[src/dqps_pkg.sv]
// Package for the double-ended queue with parity split.
// Holds widths, command and status codes, and the result word type.
// No dependencies.
package dqps_pkg;

  localparam int DEPTH_DEF   = 16;
  localparam int WORD_W      = 32;
  localparam int MODE_W      = 3;
  localparam int PART_W      = 2;
  localparam int STAT_W      = 3;
  localparam int TUSER_IN_W  = 8;
  localparam int TUSER_OUT_W = 8;

  // command codes
  localparam logic [MODE_W-1:0] MODE_CREATE     = 3'd0;
  localparam logic [MODE_W-1:0] MODE_PUSH_FRONT = 3'd1;
  localparam logic [MODE_W-1:0] MODE_PUSH_BACK  = 3'd2;
  localparam logic [MODE_W-1:0] MODE_VIEW_FWD   = 3'd3;
  localparam logic [MODE_W-1:0] MODE_VIEW_BACK  = 3'd4;
  localparam logic [MODE_W-1:0] MODE_SPLIT      = 3'd5;
  localparam logic [MODE_W-1:0] MODE_CLEAR      = 3'd6;
  localparam logic [MODE_W-1:0] MODE_NONE       = 3'd7;

  // part codes
  localparam logic [PART_W-1:0] PART_WHOLE = 2'd0;
  localparam logic [PART_W-1:0] PART_EVEN  = 2'd1;
  localparam logic [PART_W-1:0] PART_ODD   = 2'd2;

  // status codes
  localparam logic [STAT_W-1:0] ST_ITEM      = 3'd0;
  localparam logic [STAT_W-1:0] ST_OK        = 3'd1;
  localparam logic [STAT_W-1:0] ST_EMPTY     = 3'd2;
  localparam logic [STAT_W-1:0] ST_FULL      = 3'd3;
  localparam logic [STAT_W-1:0] ST_NOCREATE  = 3'd4;

  // one result word
  typedef struct packed {
    logic signed [WORD_W-1:0] item;
    logic [PART_W-1:0]        part;
    logic [STAT_W-1:0]        status;
    logic                     last;
  } res_t;

endpackage

[src/dqps_mem.sv]
// Entry store of the queue: one write port, one read port with registered data.
// Depends on dqps_pkg.
module dqps_mem
  import dqps_pkg::*;
#(
  parameter int DEPTH = DEPTH_DEF
) (
  input  logic                     clk_i,
  input  logic                     we_i,
  input  logic [$clog2(DEPTH)-1:0] waddr_i,
  input  logic [WORD_W-1:0]        wdata_i,
  input  logic                     re_i,
  input  logic [$clog2(DEPTH)-1:0] raddr_i,
  output logic [WORD_W-1:0]        rdata_o
);

  logic [WORD_W-1:0] mem_q [DEPTH];
  logic [WORD_W-1:0] rdata_q;

  // write port
  always_ff @(posedge clk_i) begin
    if (we_i) begin
      mem_q[waddr_i] <= wdata_i;
    end
  end

  // registered read port
  always_ff @(posedge clk_i) begin
    if (re_i) begin
      rdata_q <= mem_q[raddr_i];
    end
  end

  assign rdata_o = rdata_q;

endmodule

[src/dqps_out.sv]
// Output register stage: holds one result word until the sink takes it.
// Depends on dqps_pkg.
module dqps_out
  import dqps_pkg::*;
(
  input  logic       clk_i,
  input  logic       rst_ni,
  input  logic       res_valid_i,
  input  res_t       res_i,
  output logic       res_free_o,
  output logic       m_valid_o,
  input  logic       m_ready_i,
  output res_t       m_res_o
);

  logic out_valid_q, out_valid_d;
  res_t out_q;
  logic load;

  assign res_free_o = !out_valid_q || m_ready_i;
  assign load       = res_valid_i && res_free_o;

  // valid flag
  always_comb begin
    out_valid_d = out_valid_q;
    if (load) begin
      out_valid_d = 1'b1;
    end else if (m_ready_i) begin
      out_valid_d = 1'b0;
    end
  end

  always_ff @(posedge clk_i or negedge rst_ni) begin
    if (!rst_ni) begin
      out_valid_q <= 1'b0;
    end else begin
      out_valid_q <= out_valid_d;
    end
  end

  // payload, no reset
  always_ff @(posedge clk_i) begin
    if (load) begin
      out_q <= res_i;
    end
  end

  assign m_valid_o = out_valid_q;
  assign m_res_o   = out_q;

endmodule

[src/dqps_seq.sv]
// Command sequencer: queue pointers, entry walk over the store, split packing
// and result ordering through a one-word pending buffer. Depends on dqps_pkg.
module dqps_seq
  import dqps_pkg::*;
#(
  parameter int DEPTH = DEPTH_DEF
) (
  input  logic                     clk_i,
  input  logic                     rst_ni,
  input  logic                     in_valid_i,
  output logic                     in_ready_o,
  input  logic [MODE_W-1:0]        mode_i,
  input  logic [WORD_W-1:0]        value_i,
  output logic                     mem_we_o,
  output logic [$clog2(DEPTH)-1:0] mem_waddr_o,
  output logic [WORD_W-1:0]        mem_wdata_o,
  output logic                     mem_re_o,
  output logic [$clog2(DEPTH)-1:0] mem_raddr_o,
  input  logic [WORD_W-1:0]        mem_rdata_i,
  output logic                     res_valid_o,
  output res_t                     res_o,
  input  logic                     res_free_i
);

  localparam int AW = $clog2(DEPTH);
  localparam int CW = $clog2(DEPTH + 1);

  typedef enum logic [3:0] {
    S_IDLE = 4'b0001,
    S_RD   = 4'b0010,
    S_EV   = 4'b0100,
    S_FIN  = 4'b1000
  } state_e;

  state_e            state_q, state_d;
  logic [AW-1:0]     head_q, head_d;
  logic [CW-1:0]     count_q, count_d;
  logic              created_q, created_d;
  logic [CW-1:0]     idx_q, idx_d;
  logic [CW-1:0]     kept_q, kept_d;
  logic [MODE_W-1:0] op_q, op_d;
  logic              pass2_q, pass2_d;
  res_t              pend_q, pend_d;
  logic              pend_vld_q, pend_vld_d;

  logic is_split, is_odd, cand_en, flush, go, at_end, odd_keep;
  logic [PART_W-1:0] cand_part;
  logic [CW-1:0]     count_m1;

  // circular index: base + off, both below DEPTH
  function automatic logic [AW-1:0] slot(input logic [AW-1:0] base,
                                         input logic [AW-1:0] off);
    logic [AW:0] s;
    s = {1'b0, base} + {1'b0, off};
    if (s >= (AW+1)'(DEPTH)) begin
      s = s - (AW+1)'(DEPTH);
    end
    return s[AW-1:0];
  endfunction

  assign count_m1  = count_q - CW'(1);
  assign is_split  = (op_q == MODE_SPLIT);
  assign is_odd    = mem_rdata_i[0];
  assign cand_en   = !is_split || (pass2_q ? is_odd : !is_odd);
  assign cand_part = !is_split ? PART_WHOLE : (pass2_q ? PART_ODD : PART_EVEN);
  assign odd_keep  = is_split && pass2_q && is_odd;
  assign flush     = (state_q == S_EV) && cand_en && pend_vld_q;
  assign go        = !flush || res_free_i;
  assign at_end    = pass2_q ? (idx_q == count_m1) : (idx_q == CW'(0));

  // next-state and datapath control
  always_comb begin
    state_d     = state_q;
    head_d      = head_q;
    count_d     = count_q;
    created_d   = created_q;
    idx_d       = idx_q;
    kept_d      = kept_q;
    op_d        = op_q;
    pass2_d     = pass2_q;
    pend_d      = pend_q;
    pend_vld_d  = pend_vld_q;
    in_ready_o  = 1'b0;
    mem_we_o    = 1'b0;
    mem_waddr_o = slot(head_q, count_q[AW-1:0]);
    mem_wdata_o = value_i;
    mem_re_o    = 1'b0;
    mem_raddr_o = slot(head_q, idx_q[AW-1:0]);
    res_valid_o = 1'b0;
    res_o       = pend_q;
    res_o.last  = 1'b0;

    case (state_q)
      S_IDLE: begin
        in_ready_o = 1'b1;
        if (in_valid_i) begin
          pend_d = '{item: '0, part: PART_WHOLE, status: ST_OK, last: 1'b0};
          case (mode_i)
            MODE_CREATE: begin
              head_d      = '0;
              count_d     = CW'(1);
              created_d   = 1'b1;
              mem_we_o    = 1'b1;
              mem_waddr_o = '0;
              pend_vld_d  = 1'b1;
              state_d     = S_FIN;
            end
            MODE_PUSH_FRONT, MODE_PUSH_BACK: begin
              pend_vld_d = 1'b1;
              state_d    = S_FIN;
              if (!created_q) begin
                pend_d.status = ST_NOCREATE;
              end else if (count_q >= CW'(DEPTH)) begin
                pend_d.status = ST_FULL;
              end else begin
                mem_we_o = 1'b1;
                count_d  = count_q + CW'(1);
                if (mode_i == MODE_PUSH_FRONT) begin
                  head_d      = (head_q == '0) ? AW'(DEPTH - 1) : head_q - AW'(1);
                  mem_waddr_o = head_d;
                end
              end
            end
            MODE_VIEW_FWD, MODE_VIEW_BACK, MODE_SPLIT: begin
              if (count_q == '0) begin
                pend_d.status = ST_EMPTY;
                pend_vld_d    = 1'b1;
                state_d       = S_FIN;
              end else begin
                op_d    = mode_i;
                pass2_d = (mode_i == MODE_VIEW_FWD);
                idx_d   = (mode_i == MODE_VIEW_FWD) ? '0 : count_m1;
                kept_d  = '0;
                state_d = S_RD;
              end
            end
            MODE_CLEAR: begin
              pend_vld_d = 1'b1;
              state_d    = S_FIN;
              if (count_q == '0) begin
                pend_d.status = ST_EMPTY;
              end else begin
                count_d   = '0;
                head_d    = '0;
                created_d = 1'b0;
              end
            end
            default: begin
            end
          endcase
        end
      end

      S_RD: begin
        mem_re_o = 1'b1;
        state_d  = S_EV;
      end

      S_EV: begin
        // older pending word leaves first, with last cleared
        res_valid_o = flush;
        if (go) begin
          if (cand_en) begin
            pend_d     = '{item: mem_rdata_i, part: cand_part, status: ST_ITEM,
                           last: 1'b0};
            pend_vld_d = 1'b1;
          end
          // pack odd entries forward from head
          if (odd_keep) begin
            mem_we_o    = 1'b1;
            mem_waddr_o = slot(head_q, kept_q[AW-1:0]);
            mem_wdata_o = mem_rdata_i;
            kept_d      = kept_q + CW'(1);
          end
          if (!at_end) begin
            idx_d   = pass2_q ? idx_q + CW'(1) : idx_q - CW'(1);
            state_d = S_RD;
          end else if (is_split && !pass2_q) begin
            pass2_d = 1'b1;
            idx_d   = '0;
            state_d = S_RD;
          end else begin
            if (is_split) begin
              count_d = kept_d;
            end
            state_d = S_FIN;
          end
        end
      end

      S_FIN: begin
        res_valid_o = 1'b1;
        res_o.last  = 1'b1;
        if (res_free_i) begin
          pend_vld_d = 1'b0;
          state_d    = S_IDLE;
        end
      end

      default: begin
        state_d = S_IDLE;
      end
    endcase
  end

  // control registers
  always_ff @(posedge clk_i or negedge rst_ni) begin
    if (!rst_ni) begin
      state_q    <= S_IDLE;
      head_q     <= '0;
      count_q    <= '0;
      created_q  <= 1'b0;
      idx_q      <= '0;
      kept_q     <= '0;
      op_q       <= MODE_NONE;
      pass2_q    <= 1'b0;
      pend_vld_q <= 1'b0;
    end else begin
      state_q    <= state_d;
      head_q     <= head_d;
      count_q    <= count_d;
      created_q  <= created_d;
      idx_q      <= idx_d;
      kept_q     <= kept_d;
      op_q       <= op_d;
      pass2_q    <= pass2_d;
      pend_vld_q <= pend_vld_d;
    end
  end

  // pending word payload
  always_ff @(posedge clk_i) begin
    pend_q <= pend_d;
  end

  // checks
  a_count_bound: assert property (@(posedge clk_i) disable iff (!rst_ni)
    count_q <= CW'(DEPTH) && {1'b0, head_q} < (AW+1)'(DEPTH))
    else $error("queue pointers out of range");

  a_fin_has_word: assert property (@(posedge clk_i) disable iff (!rst_ni)
    state_q == S_FIN |-> pend_vld_q)
    else $error("final word missing");

  a_pack_behind: assert property (@(posedge clk_i) disable iff (!rst_ni)
    (state_q == S_EV && is_split && pass2_q) |-> kept_q <= idx_q)
    else $error("split packing overtook the read index");

  a_cmd_busy: assert property (@(posedge clk_i) disable iff (!rst_ni)
    (state_q == S_IDLE && in_valid_i && mode_i != MODE_NONE) |=> state_q != S_IDLE)
    else $error("command accepted but sequencer stayed idle");

  a_idle_clean: assert property (@(posedge clk_i) disable iff (!rst_ni)
    state_q == S_IDLE |-> !pend_vld_q)
    else $error("pending word left behind in idle");

endmodule

[src/deque_with_parity_split_core.sv]
// Double-ended queue of signed 32-bit words with parity split.
// Sequence: a status command goes from accept to S_FIN, which offers its word to the
// output stage; a view reads (S_RD) and evaluates (S_EV) each entry in turn, and a split
// walks the entries twice. The output stage can stall the sequencer in S_EV and S_FIN.
// Throughput: one command at a time; input ready only while the sequencer idles.
// Reset (rst_ni low, async): queue empty, not created; the store is not cleared.
module deque_with_parity_split_core
  import dqps_pkg::*;
#(
  parameter int DEPTH = DEPTH_DEF
) (
  input  logic                   clk_i,
  input  logic                   rst_ni,
  input  logic                   s_axis_tvalid_i,
  output logic                   s_axis_tready_o,
  input  logic [WORD_W-1:0]      s_axis_tdata_i,   // [31:0] value
  input  logic [TUSER_IN_W-1:0]  s_axis_tuser_i,   // [2:0] mode, rest zero
  output logic                   m_axis_tvalid_o,
  input  logic                   m_axis_tready_i,
  output logic [WORD_W-1:0]      m_axis_tdata_o,   // [31:0] item
  output logic [TUSER_OUT_W-1:0] m_axis_tuser_o,   // [1:0] part, [4:2] status, rest zero
  output logic                   m_axis_tlast_o
);

  localparam int AW = $clog2(DEPTH);

  logic              mem_we, mem_re;
  logic [AW-1:0]     mem_waddr, mem_raddr;
  logic [WORD_W-1:0] mem_wdata, mem_rdata;
  logic              res_valid, res_free;
  res_t              res, m_res;

  dqps_mem #(.DEPTH(DEPTH)) u_mem (
    .clk_i   (clk_i),
    .we_i    (mem_we),
    .waddr_i (mem_waddr),
    .wdata_i (mem_wdata),
    .re_i    (mem_re),
    .raddr_i (mem_raddr),
    .rdata_o (mem_rdata)
  );

  dqps_seq #(.DEPTH(DEPTH)) u_seq (
    .clk_i       (clk_i),
    .rst_ni      (rst_ni),
    .in_valid_i  (s_axis_tvalid_i),
    .in_ready_o  (s_axis_tready_o),
    .mode_i      (s_axis_tuser_i[MODE_W-1:0]),
    .value_i     (s_axis_tdata_i),
    .mem_we_o    (mem_we),
    .mem_waddr_o (mem_waddr),
    .mem_wdata_o (mem_wdata),
    .mem_re_o    (mem_re),
    .mem_raddr_o (mem_raddr),
    .mem_rdata_i (mem_rdata),
    .res_valid_o (res_valid),
    .res_o       (res),
    .res_free_i  (res_free)
  );

  dqps_out u_out (
    .clk_i       (clk_i),
    .rst_ni      (rst_ni),
    .res_valid_i (res_valid),
    .res_i       (res),
    .res_free_o  (res_free),
    .m_valid_o   (m_axis_tvalid_o),
    .m_ready_i   (m_axis_tready_i),
    .m_res_o     (m_res)
  );

  // output word packing
  assign m_axis_tdata_o = m_res.item;
  assign m_axis_tuser_o = {(TUSER_OUT_W - PART_W - STAT_W)'(0), m_res.status, m_res.part};
  assign m_axis_tlast_o = m_res.last;

endmodule
[config.mk]
export PLATFORM = sky130hd
export DESIGN_NAME = deque_with_parity_split_core
export DESIGN_NICKNAME = d
export VERILOG_FILES = /design/src/dqps_pkg.sv /design/src/dqps_mem.sv /design/src/dqps_out.sv /design/src/dqps_seq.sv /design/src/deque_with_parity_split_core.sv
export SDC_FILE = /design/constraint.sdc
export NUM_CORES = 1
export LEC_CHECK = 0
export BUFFER_PORTS_ARGS = -buffer_cell sky130_fd_sc_hd__buf_2
export CELL_PAD_IN_SITES_DETAIL_PLACEMENT = 1
export CELL_PAD_IN_SITES_GLOBAL_PLACEMENT = 1
export CORE_MARGIN = 2
export CORE_UTILIZATION = 43
export CTS_CLUSTER_DIAMETER = 100
export CTS_CLUSTER_SIZE = 30
export DETAILED_ROUTE_END_ITERATION = 10
export MAX_ROUTING_LAYER = met4
export PLACE_DENSITY_LB_ADDON = 0.1
export SLEW_MARGIN = 20
export SYNTH_ARGS = -nofsm -noshare
export SYNTH_HDL_FRONTEND = slang
export SYNTH_SLANG_ARGS = --single-unit
[constraint.sdc]
create_clock -name clk_i -period 12.85 [get_ports clk_i]
set_clock_uncertainty 0.1 [all_clocks]
set_input_delay 1.285 -clock clk_i [delete_from_list [all_inputs] [get_ports clk_i]]
set_output_delay 1.285 -clock clk_i [all_outputs]
set_load 0.05 [all_outputs]
# Yosys cells after proc, flatten, opt, wreduce, memory -nomap -nowiden
# Memories as Yosys holds them, arrays and structs flattened. A register that Yosys moved wholly into a read port is not among the register bits.
# Cells that the tools add are included.
totals:
  word_cells: 200
  n_memories: 1
  register_bits: 105
  out_inout_bits: 43
  in_bits: 44
  mem_bits_rw: 512
mem_list:
  columns: ["name", "words", "width", "rd", "rd_clocked_by_memory_dff", "wr", "line_no", "source"]
  rows:
  - ["u_mem.mem_q", 16, 32, 1, 1, 1, "dqps_mem.sv:17", "logic [WORD_W-1:0] mem_q [DEPTH];"]
op_classes:
  bitwise_logic: 1
  muxes: 95
  add_sub_neg: 12
  reduce_logical: 37
  n_eq_ne: 33
  order_cmp: 4
op_table:
  columns: ["op", "count"]
  rows:
  - ["$mux 38", 3]
  - ["$mux 5", 20]
  - ["$mux 32", 3]
  - ["$mux 4", 20]
  - ["$pmux 38 s2", 1]
  - ["$pmux 5 s2", 3]
  - ["$mux 1", 26]
  - ["$pmux 4 s2", 3]
  - ["$reduce_and 7->1", 3]
  - ["$ge 5x5->1 const B", 4]
  - ["$pmux 4 s4", 1]
  - ["$reduce_and 4->1", 4]
  - ["$sub 4x1->4 const B", 4]
  - ["$add 4x4->5", 3]
  - ["$add 5x1->5 const B", 3]
  - ["$pmux 5 s3", 1]
  - ["$ne 2x1->1 const B", 7]
  - ["$ne 2x2->1 const B", 7]
  - ["$eq 3x3->1 const B", 4]
  - ["$ne 3x3->1 const B", 4]
  - ["$pmux 1 s2", 6]
  - ["$pmux 4 s3", 1]
  - ["$logic_not 5->1", 2]
  - ["$reduce_and 10->1", 1]
  - ["other kinds (27)", 48]

# Longest topological paths before layout
# Gate-level depths: netlist of the first run.
logic_depth:
  depth_word: 11
  depth_mapped: 9
  mapped_depth_nobuf: 8

# By module
# A second synthesis of the first run with hierarchy kept.
hier_totals:
  hier_cells: 1371
  hier_area_um2: 25853.5
by_module_without_submodules:
  columns: ["mod", "instances", "cells_per_inst", "area_each_um2", "seq_area_each_um2"]
  rows:
  - ["dqps_mem", 1, 838, 20155.6, 16335.7]
  - ["dqps_seq", 1, 487, 4476.8, 1841.8]
  - ["dqps_out", 1, 42, 1194.9, 1166.1]
  - ["deque_with_parity_split_core", 1, 4, 26.3, 0.0]

# Least setup slack after synthesis of the first run
# OpenSTA, ideal clock, no wires.
synth_path:
  path_kind: "input port to flip-flop"
  from: "in s_axis_tuser_i[2]"
  to: "mem u_mem.mem_q[14][0], enable pin"
  setup_ns: 0.468
  required_ns: 12.282
  stages: 7
  n_path_buf: 1
  t_arrival_ns: 4.963
  path_slack_ns: 7.319
  cell_sequence: "clkbuf_1 -> nor3b_4 -> o21ai_0 -> o22ai_1 -> o221ai_2 -> nand2b_1 -> nor3b_1"
synth_via:
  elab_chain_cells: 7
  word_cells_on_any_way: 15
  classes_between: "2 x eq/ne; 11 x mux; 2 x reduce/logical"
synth_rtl:
  columns: ["item", "line_no", "source"]
  rows:
  - ["start, declared", "deque_with_parity_split_core.sv:17", "input logic [TUSER_IN_W-1:0] s_axis_tuser_i,"]
  - ["$eq 3x1->1 / $eq 3x2->1 (equally long branches)", "dqps_seq.sv:98, dqps_seq.sv:118", null]
  - ["$mux 4 / $reduce_or 2->1 (equally long branches)", "dqps_seq.sv:118, dqps_seq.sv:98", null]
  - ["$mux 4 / $pmux 1 s2 (equally long branches)", "dqps_seq.sv:113, dqps_seq.sv:98", null]
  - ["$mux 4 / $mux 1 (equally long branches)", "dqps_seq.sv:111, dqps_seq.sv:96", null]
  - ["$pmux 4 s2 / $pmux 1 s2 (equally long branches)", "dqps_seq.sv:98, dqps_seq.sv:93", null]
  - ["$mux 4 / $mux 1 (equally long branches)", "dqps_seq.sv:96, dqps_mem.sv:22", null]
  - ["$pmux 4 s2 / $mux 1 (equally long branches)", "dqps_seq.sv:93, dqps_mem.sv:23", null]
  - ["end, declared", "dqps_mem.sv:17", null]
# Several ways; a longest one is shown, not always the timed one.

# Worst setup path after layout of the first run
layout_path:
  from: "reg u_seq.state_q[1]"
  to: "mem u_mem.mem_q[11][25], enable pin"
layout_via:
  elab_chain_cells: 9
  word_cells_on_any_way: 12
  classes_between: "2 x eq/ne; 6 x mux; 4 x reduce/logical"
layout_rtl:
  columns: ["item", "line_no", "source"]
  rows:
  - ["start, declared", "dqps_seq.sv:35", "state_e state_q, state_d;"]
  - ["start signal, assigned", "dqps_seq.sv:219", "state_q <= state_d;"]
  - ["$eq 4x3->1", "dqps_seq.sv:67, dqps_seq.sv:93", null]
  - ["$logic_and 1x1->1 (2 in series)", "dqps_seq.sv:67", "assign flush = (state_q == S_EV) && cand_en && pend_vld_q;"]
  - ["$logic_not 1->1", "dqps_seq.sv:68", "assign go = !flush || res_free_i;"]
  - ["$logic_or 1x1->1", "dqps_seq.sv:68", null]
  - ["$mux 1", "dqps_seq.sv:162", "if (go) begin"]
  - ["$pmux 1 s2", "dqps_seq.sv:93", "case (state_q)"]
  - ["$mux 1", "dqps_mem.sv:22", "if (we_i) begin"]
  - ["$mux 1 (implied by the code)", "dqps_mem.sv:23", "mem_q[waddr_i] <= wdata_i;"]
# Several ways; a longest one is shown, not always the timed one.

==> results of run 1 <==
-- routing by layer --
layer | track usage (%) | wire, um
met1 | 28.4 | 28000
met2 | 33.7 | 30300
met3 | 1.64 | 2000
met4 | 3.85 | 1070
met5 | - | 0
-- Yosys cell counts, types with 4 or more instances --
cell type    n
nor3b_1      5
mux4_2     128
buf_1        7
nor3_1      16
a21oi_1     16
buf_4        9
xnor2_1     23
mux2_2       6
fa_1         4
and2_1      64
xor2_1       7
inv_1       18
o21ai_0     12
ha_1        17
nor2_1      27
nand3b_1     4
edfxtp_1   619
nand3_1      8
a21o_1       7
nand2_1    187
a211oi_1    34
clkbuf_1    36
o21a_1       4
buf_2       21
dfstp_2      4
nand2b_1     5
o221ai_1     4
dfrtp_1     26
a31oi_1     39
-- stage by stage --
stage | util [%] | setup slack [ns] | instance area, um^2 | power (uW)
floorplan | - | 7.32 | 26200 | 5200
finish | 47.2 | 8.30 | 28500 | 7090
detailed placement | 45.9 | 7.92 | 27700 | 6180
global route | 47.2 | 8.05 | 28500 | 7530
CTS | 47.2 | 8.21 | 28500 | 7240
global placement | 45.9 | 7.93 | 27600 | 6130
-- power by group --
group          internal (uW)  leakage, uW  total, uW  switching (uW)
clock                    404     0.000386       1050             647
combinational           1350      0.00286       3260            1900
sequential              2660      0.00598       2780             116
-- registers in the layout (all words and copies together), names as in the netlist, 4 cells and up --
name	cells
u_seq.idx_q	5
u_mem.mem_q	512
u_seq.count_q	5
u_seq.kept_q	5
u_seq.res_o	37
u_out.m_res_o	38
u_seq.head_q	4
u_seq.state_q	4
u_mem.rdata_o	32
-- layout make-up --
cell class / count / area [um^2] / area share [%]
multi-input cells: 693 / 6570 / 23.1
inverters: 19 / 72.6 / 0.255
flip-flops and latches: 649 / 19300 / 68.0
clock buffers: 34 / 702 / 2.47
repair buffers: 117 / 696 / 2.44
clock inverters: 9 / 96.3 / 0.338
well taps: 782 / 978 / 3.44
-- cells by family (layout without fill, tap and decap cells) --
group / after synthesis / in the layout / synth area share (%)
adder cells (fa/ha/maj): 21 / 21 / 1.12
buffers and inverters: 95 / 179 / 1.68
multiplexers: 137 / 137 / 11.4
other: 1 / 3 / 0.0143
AO/OA/AOI/OAI: 150 / 150 / 4.17
flip-flops: 649 / 649 / 73.9
XOR/XNOR: 30 / 30 / 1.00
AND/OR/NAND/NOR: 352 / 352 / 6.77
-- worst max-delay path: stages, from the launching register on --
cell	delay, ns
dfrtp_1	0.47
or4b_1	0.92
nor3_4	0.28
buf_4	0.55
a22o_1	0.30
nand2_2	0.12
nor3_2	0.83
buf_4	0.58
-- worst max path at each step --
| stage | startpoint | endpoint | cells after the start |
|---|---|---|---|
| floorplan | s_axis_tuser_i[2] | u_mem.mem_q[14][0] | 7 |
| finish | u_seq.state_q[1] | u_mem.mem_q[11][25] | 7 |
| global placement | s_axis_tuser_i[1] | u_mem.mem_q[11][30] | 8 |
| CTS | u_seq.state_q[1] | u_mem.mem_q[11][30] | 7 |
| detailed placement | m_axis_tready_i | u_mem.mem_q[11][30] | 9 |
| global route | u_seq.state_q[1] | u_mem.mem_q[11][30] | 7 |
-- cells in the final DEF (no fill, tap or decap), drive strengths merged, types with 17 or more instances in the layout --
cell	instances
and2	64
dfrtp	26
nand2	188
clkbuf	34
buf	117
a31oi	39
edfxtp	619
a211oi	36
mux4	128
nor3	20
xnor2	23
inv	22
nor2	27
ha	17
==> out/results.tsv, run 1 <==
metric	value	unit
outcome	finished clean	
syn_area_per_cell	18.3	um^2
clock-sinks	649	
synth-seq-area-share	73.9	%
vias	13200	
core_area	60200	um^2
cp_max_fo	32	
slew_viol_final	0	
critPathKind	reg2reg	
async_flop_share	4.62	%
gp_congestion	0.794	
num_io_pins	87	
diodes	0	
r2r_cells	7	
min_path_cells	0	
drt_pre_antenna_iters	5	
syn_area	26200	um^2
antenna_left	0	
clock.fmax	220	MHz
r2r_start	u_seq.state_q[1]	
num-fill-cells	5620	
cts_setup_buffers	0	
p_leak	0.00923	uW
cts_resized	0	
worst_pin_slew	1.00	ns
relSlewSlack	33.3	%
gr-total-overflow	0	
fp.dieH	251	um
setup_viol	0	
hold_path_class	reg2reg	
final_nets	1572	
min_to	u_out.m_res_o[23]	
powerDensity	249	nW/um^2
cts_inserted_buffers	27	
grt_max_degree	65	
hold_start	u_seq.res_o[23]	
final_layout_size_suffix_gt1_share	22.5	%
via_per_inst	5.72	
synth_top_cells_by_area	edfxtp_1, mux4_2, nand2_1, dfrtp_1, and2_1	
synth_ff_type	edfxtp_1	
drc	0	
clock_path_buffers	3	
yosysUniqueCellTypes	80	
max_cap_violations	0	
syn_inst	1435	
worst_setup_path_start_kind	flip-flop	
tns	0	ns
peakVddDrop	0.000330	V
rsz0062_at_grt	false	
dpl.hpwl	34.9	mm
cts_tree	yes	
r2r_slack	8.30	ns
cts_root_buf	clkbuf_16	
post_drt_wl_per_cell	26.6	um
fin_cells	2303	
dp_cells	2260	
drt_first_iter_violations	991	
grt_pass1_wl	92.3	mm
placement.io_buffers	78	
holdWs	0.331	ns
area_delta_synth_final	8.68	%
num_rows	90	
cp.required	13.00	ns
yosysTopAreaCellShare	71.0	%
totalWireLength	61.4	mm
die_x	251	um
finalCriticalPeriod	4.55	ns
hold_buffers	0	
hold_violations	0	
antenna_found_initial	1	
cp-end-kind	flip-flop	
die_area	62900	um^2
htreeDepth	1	
synth-edff-count	619	
clk_pin_slew_worst_paths	0.11	ns
fin_crit_sh	35.4	%
synth_top_cell_by_area	edfxtp_1	
grt_pass1_vias	14000	
clock_latency	0.62	ns
synth_warnings	0	
initial_core_util	43.5	%
grt_use_total	20.5	%
r2r-end	u_mem.mem_q[11][25]	
ys_ff_latch	649	
arrival	4.70	ns
No activity file was read; power rests on OpenSTA's default activity.
==> run 2: changes to the inputs <==
--- a/config.mk
+++ b/config.mk
@@ -5,6 +5,7 @@
 export SDC_FILE = /design/constraint.sdc
 export NUM_CORES = 1
 export LEC_CHECK = 0
+export ABC_AREA = 1
 export BUFFER_PORTS_ARGS = -buffer_cell sky130_fd_sc_hd__buf_2
 export CELL_PAD_IN_SITES_DETAIL_PLACEMENT = 1
 export CELL_PAD_IN_SITES_GLOBAL_PLACEMENT = 1
==> constraint.sdc (replaced) <==
create_clock -name clk_i -period 3.7 [get_ports clk_i]
set_clock_uncertainty 0.1 [all_clocks]
set_input_delay 0.37 -clock clk_i [delete_from_list [all_inputs] [get_ports clk_i]]
set_output_delay 0.37 -clock clk_i [all_outputs]
set_load 0.05 [all_outputs]
==> run 2 against run 1 <==
Compared with the run above: first-iteration DRC count up 33%; combinational power rose to 3.0 times the previous value; critical path depth up 5; sequential power rose to 3.3 times the previous value; area after synthesis up 3.6%; cell area up 6.0%; worst setup slack worse by 8.0 ns; total power rose to 3.2 times the previous value.
==> out/results.tsv, run 2 <==
metric	value	unit
clk_pin_slew_worst_paths	0.11	ns
post_drt_wl_per_cell	22.7	um
placement.io_buffers	78	
core_area	62700	um^2
fp.dieH	255	um
synth_most_common_cell	edfxtp_1	
cts_root_buf	clkbuf_16	
highest_layer	met4	
final_common_cell	edfxtp_1	
cp.required	3.91	ns
clock_path_buffers	3	
dp_cells	2954	
finalCriticalPeriod	3.44	ns
final_core_util	48.1	%
relSlewSlack	47.8	%
diodes	0	
die_x	255	um
initial_core_util	43.3	%
clock-sinks	649	
dpl.hpwl	40.7	mm
area_delta_synth_final	11.2	%
synth_ff_type	edfxtp_1	
synth-edff-count	619	
pre_cts_slack	0.287	ns
antenna_found_initial	0	
largest_reg_flops	512	
via_per_inst	5.38	
synth_top_cells_by_area	edfxtp_1, mux2i_1, o21ai_0, o211ai_1, inv_1	
cts_tree	yes	
drt_first_iter_violations	1314	
clock_latency	0.62	ns
r2r_slack	0.26	ns
htreeDepth	1	
synth_top_cell_by_area	edfxtp_1	
syn_area_per_cell	13.3	um^2
p_leak	0.0108	uW
slew_viol_final	0	
final_layout_size_suffix_gt1_share	13.6	%
drt_pre_antenna_iters	7	
grt_use_total	21.9	%
synth_warnings	0	
wl_met3	2.03	mm
async_flop_share	4.62	%
synthTopCellsByCount	edfxtp_1, inv_1, o21ai_0	
cts_resized	0	
final_nets	2207	
die_area	65100	um^2
cts_setup_buffers	0	
grt_pass1_vias	16700	
setup_slack	0.256	ns
cp_max_fo	25	
yosysTopAreaCellShare	68.5	%
rsz0062_at_grt	false	
grt_max_degree	118	
synth-seq-area-share	71.3	%
regMostFlops	u_mem.mem_q	
hold_path_class	in2reg	
worst_pin_slew	0.782	ns
cts_inserted_buffers	28	
yosysUniqueCellTypes	47	
grt_pass1_wl	103	mm
fin_cells	3004	
arrival	3.66	ns
totalWireLength	68.3	mm
peakVddDrop	0.000645	V
worst_setup_path_start_kind	flip-flop	
cp-end-kind	flip-flop	
holdWs	0.0772	ns
syn_area	27100	um^2
antenna_left	0	
num_rows	92	
multi_input_area	6590	um^2
vias	16200	
ys_ff_latch	649	
clock.fmax	290	MHz
outcome	finished clean	
hold_violations	0	
critPathKind	reg2reg	
wl_met1	31.6	mm
num-fill-cells	6272	
wl_met2	33.2	mm
seq_area	19300	um^2
powerDensity	754	nW/um^2
fin_crit_sh	93.1	%
setup_viol	0	
syn_inst	2041	
mostFrequentLayoutCells	edfxtp_1, inv_1, o21ai_0	
num_io_pins	87	
max_cap_violations	0	
gr-total-overflow	0	
gp_congestion	0.819	
drc	0	
[run 2: per-layer routing]
| layer | GRT usage [%] | up-vias |
|---|---|---|
| li1 | - | 7566 |
| met2 | 36.4 | 251 |
| met5 | - | - |
| met4 | 4.71 | 0 |
| met3 | 1.89 | 71 |
| met1 | 29.6 | 8285 |
[run 2: logic make-up after synthesis]
group	after synthesis	synth area share (%)
AO/OA/AOI/OAI	493	10.4
XOR/XNOR	17	0.576
adder cells (fa/ha/maj)	21	1.08
buffers and inverters	331	5.16
flip-flops	649	71.3
multiplexers	128	4.72
other	1	0.0138
AND/OR/NAND/NOR	401	6.73
[run 2: final cells by class]
cell class / instances / share of cell area, %
clock buffer: 36 / 2.56
clock inverter: 10 / 0.506
inverter: 220 / 2.75
multi-input combinational: 1063 / 21.8
sequential: 649 / 64.1
tap: 846 / 3.51
timing repair buffer: 180 / 4.73
[run 2: path summary, 6_finish.rpt]
kind / from / end / cells after the start
min in group asynchronous: rst_ni / u_seq.head_q[1] / 2
max in group asynchronous: rst_ni / u_out.m_valid_o / 2
min reg2reg: u_seq.res_o[31] / u_out.m_res_o[31] / 0
max: u_seq.head_q[0] / u_mem.mem_q[1][18] / 12
min: s_axis_tuser_i[1] / u_seq.created_q / 4
max reg2reg: u_seq.head_q[0] / u_mem.mem_q[1][18] / 12
[run 2: timing repair]
action,in CTS,in global routing
endpoints found under the hold margin,30,0
endpoints found under the setup margin,0,0
hold buffers,4,0
[run 2: stage by stage]
step           area (um^2)  total power (uW)  setup TNS, ns
2_1_floorplan        27200             15900         -20.71
3_3_place_gp         29200             18900              0
3_5_place_dp         29200             19100              0
4_1_cts              30200             23100              0
5_1_grt              30200             24200              0
6_report             30200             22800              0
[run 2: where the power goes]
group	internal [uW]	switching (uW)	total, uW
Combinational	3140	6510	9650
Sequential	8940	250	9190
Clock	1620	2310	3930
Total	13700	9070	22800
[run 2: critical path, cell delays in order, from the launching register on]
cell	delay, ns
dfrtp_1	0.48
ha_1	0.25
fa_1	0.43
xnor2_1	0.40
nand2_1	0.10
o21ai_0	0.09
nand2_1	0.07
nand3_1	0.08
nand2_1	0.06
nor2_1	0.16
nand3_1	0.38
nor2_4	0.27
buf_12	0.25
==> run 3: changes to the inputs <==
--- a/config.mk
+++ b/config.mk
@@ -5,14 +5,13 @@
 export SDC_FILE = /design/constraint.sdc
 export NUM_CORES = 1
 export LEC_CHECK = 0
-export ABC_AREA = 1
 export BUFFER_PORTS_ARGS = -buffer_cell sky130_fd_sc_hd__buf_2
 export CELL_PAD_IN_SITES_DETAIL_PLACEMENT = 1
 export CELL_PAD_IN_SITES_GLOBAL_PLACEMENT = 1
 export CORE_MARGIN = 2
 export CORE_UTILIZATION = 43
 export CTS_CLUSTER_DIAMETER = 100
-export CTS_CLUSTER_SIZE = 30
+export CTS_CLUSTER_SIZE = 12
 export DETAILED_ROUTE_END_ITERATION = 10
 export MAX_ROUTING_LAYER = met4
 export PLACE_DENSITY_LB_ADDON = 0.1
==> run 3 against run 2 <==
Compared with the run above: clock power up 40%; critical path depth is 3 lower; total power is 21% higher; sequential cell count did not move; combinational power grew 27%; die area fell by 3.4%; global-route usage down 0.58 points; largest cell class unchanged; core utilization rose by 1.6 points; highest routed layer unchanged; non-clock buffer count shrank 27; worst hold slack worse by 0.017 ns; cell area fell by 0.73%; fmax rose by 0.74%.
==> out/results.tsv, run 3 (synthesized netlist as in run 1, its figures left out) <==
metric	value	unit
initial_core_util	43.5	%
hold_path_class	in2reg	
cts_tree	yes	
drc	0	
critPathKind	reg2reg	
tns	0	ns
post_drt_wl_per_cell	26.8	um
relSlewSlack	41.6	%
clock.fmax	293	MHz
internal_power	17700	uW
die_x	251	um
placed_area	28300	um^2
mostFrequentLayoutCells	edfxtp_1, nand2_1, mux4_2	
gp_congestion	0.821	
diodes	0	
outcome	finished clean	
arrival	3.60	ns
drt_first_iter_violations	980	
clock-sinks	649	
p_sw	9810	uW
fp.dieH	251	um
crit_chain	ha_1 -> fa_1 -> xor2_1 -> a31oi_1 -> a2111oi_4 -> a211o_2 -> buf_4 -> nor3_4 -> buf_4	
cts_setup_buffers	0	
dpl.hpwl	37.1	mm
fin_cells	2370	
final_common_cell	edfxtp_1	
sw_frac_of_total	35.7	%
cp_max_fo	15	
placement.io_buffers	78	
clkPwrFrac	20.0	%
clock_latency	0.63	ns
area_delta_synth_final	14.4	%
crit_slowest_cell	dfrtp_1	
p_leak	0.00994	uW
gr-total-overflow	0	
fin_crit_sh	92.4	%
worst_pin_slew	0.873	ns
finalCriticalPeriod	3.42	ns
rsz0062_at_grt	false	
seq_power_share	35.1	%
powerDensity	918	nW/um^2
final_nets	1641	
cp.required	3.88	ns
cts_inserted_buffers	60	
dp_cells	2294	
cts_root_buf	clkbuf_16	
slew_viol_final	0	
num_rows	90	
max_cap_violations	0	
num_io_pins	87	
clk_pin_slew_worst_paths	0.07	ns
grt_pass1_vias	14500	
cpPeakStageDelay	0.50	ns
peakVddDrop	0.000744	V
via_per_inst	5.73	
setup_viol	0	
antenna_left	0	
htreeDepth	2	
worst_setup_path_start_kind	flip-flop	
antenna_found_initial	2	
totalWireLength	63.4	mm
clock_path_buffers	3	
comb_power_share	44.9	%
regMostFlops	u_mem.mem_q	
hold_violations	0	
vias	13600	
drt_pre_antenna_iters	5	
p_total	27500	uW
crit_top_cell	buf_4	
final_core_util	49.7	%
final_layout_size_suffix_gt1_share	25.4	%
die_area	62900	um^2
grt_pass1_wl	95.4	mm
grt_max_degree	51	
largest_reg_flops	512	
cp-end-kind	flip-flop	
grt_use_total	21.3	%
core_area	60200	um^2
post-route-cell-area	30000	um^2
-- run 3: changes by cell type in the layout (fill, tap and decap cells not counted), sizes merged, moves of 25 or more --
cell,before,now
buf,176,151
and2,0,64
a21oi,142,16
a31oi,0,39
mux2i,128,2
mux4,0,128
a211oi,0,36
clkbuf,36,72
o21ai,217,12
nor2,88,27
inv,222,20
nand3,78,8
o211ai,128,2
-- run 3: per-stage QoR --
step                      setup slack (ns)  hold slack [ns]
after floorplan                     -0.728          -0.0256
after global placement               0.135            0.301
after detailed placement            0.0991            0.305
after CTS                           0.0443           0.0168
after global routing                0.0498           0.0614
final                                0.281           0.0605
-- run 3: per-layer routing --
metal  global-route usage, %  share of wire [%]  up-vias
met4                    4.50                1.8        0
met1                    29.4                 46     7272
met2                    34.4                 49      288
met3                    2.68                3.9       89
met5                       -                  0        -
li1                        -                  -     5931
-- run 3: worst paths after layout --
kind / startpoint / end / slack (ns) / cells after the start
worst max-delay path: u_seq.head_q[0] / u_mem.mem_q[9][10] / 0.28 / 9
worst min-delay path: s_axis_tvalid_i / u_seq.op_q[0] / 0.06 / 3
worst max register to register: u_seq.head_q[0] / u_mem.mem_q[9][10] / 0.28 / 9
worst min register to register: u_seq.res_o[10] / u_out.m_res_o[10] / 0.32 / 0
max in group asynchronous: rst_ni / u_seq.state_q[2] / 2.74 / 2
min in group asynchronous: rst_ni / u_seq.count_q[3] / 0.26 / 2
-- run 3: final cells by class --
type / instances / area [um^2]
fillers: 5537 / 30300
well taps: 782 / 978
multi-input cells: 693 / 6640
repair buffers: 153 / 1320
clock inverters: 2 / 31.3
clock buffers: 72 / 1570
flip-flops and latches: 649 / 19300
inverters: 19 / 72.6
-- run 3: timing repair --
action	CTS	global route
endpoints found under the setup margin	0	263
gates resized for setup	0	1
hold endpoints to repair	27	0
hold buffers	2	0
-- run 3: worst max-delay path, delay by kind of cell (launching register included) --
kind / cells / cell delay [ns]
xor+xnor: 1 / 0.21
simple gates: 1 / 0.23
fa+ha+maj: 2 / 0.71
compound gates: 3 / 0.75
buf+inv: 2 / 0.56
flops: 1 / 0.50
-- run 3: power by group through the flow --
stage | Sequential (uW) | Clock [uW] | Combinational (uW)
2_1_floorplan | 9870 | 0 | 8230
3_3_place_gp | 9770 | 0 | 12500
3_5_place_dp | 9800 | 0 | 12600
4_1_cts | 9650 | 5670 | 12700
5_1_grt | 9720 | 5890 | 13400
6_report | 9640 | 5500 | 12300
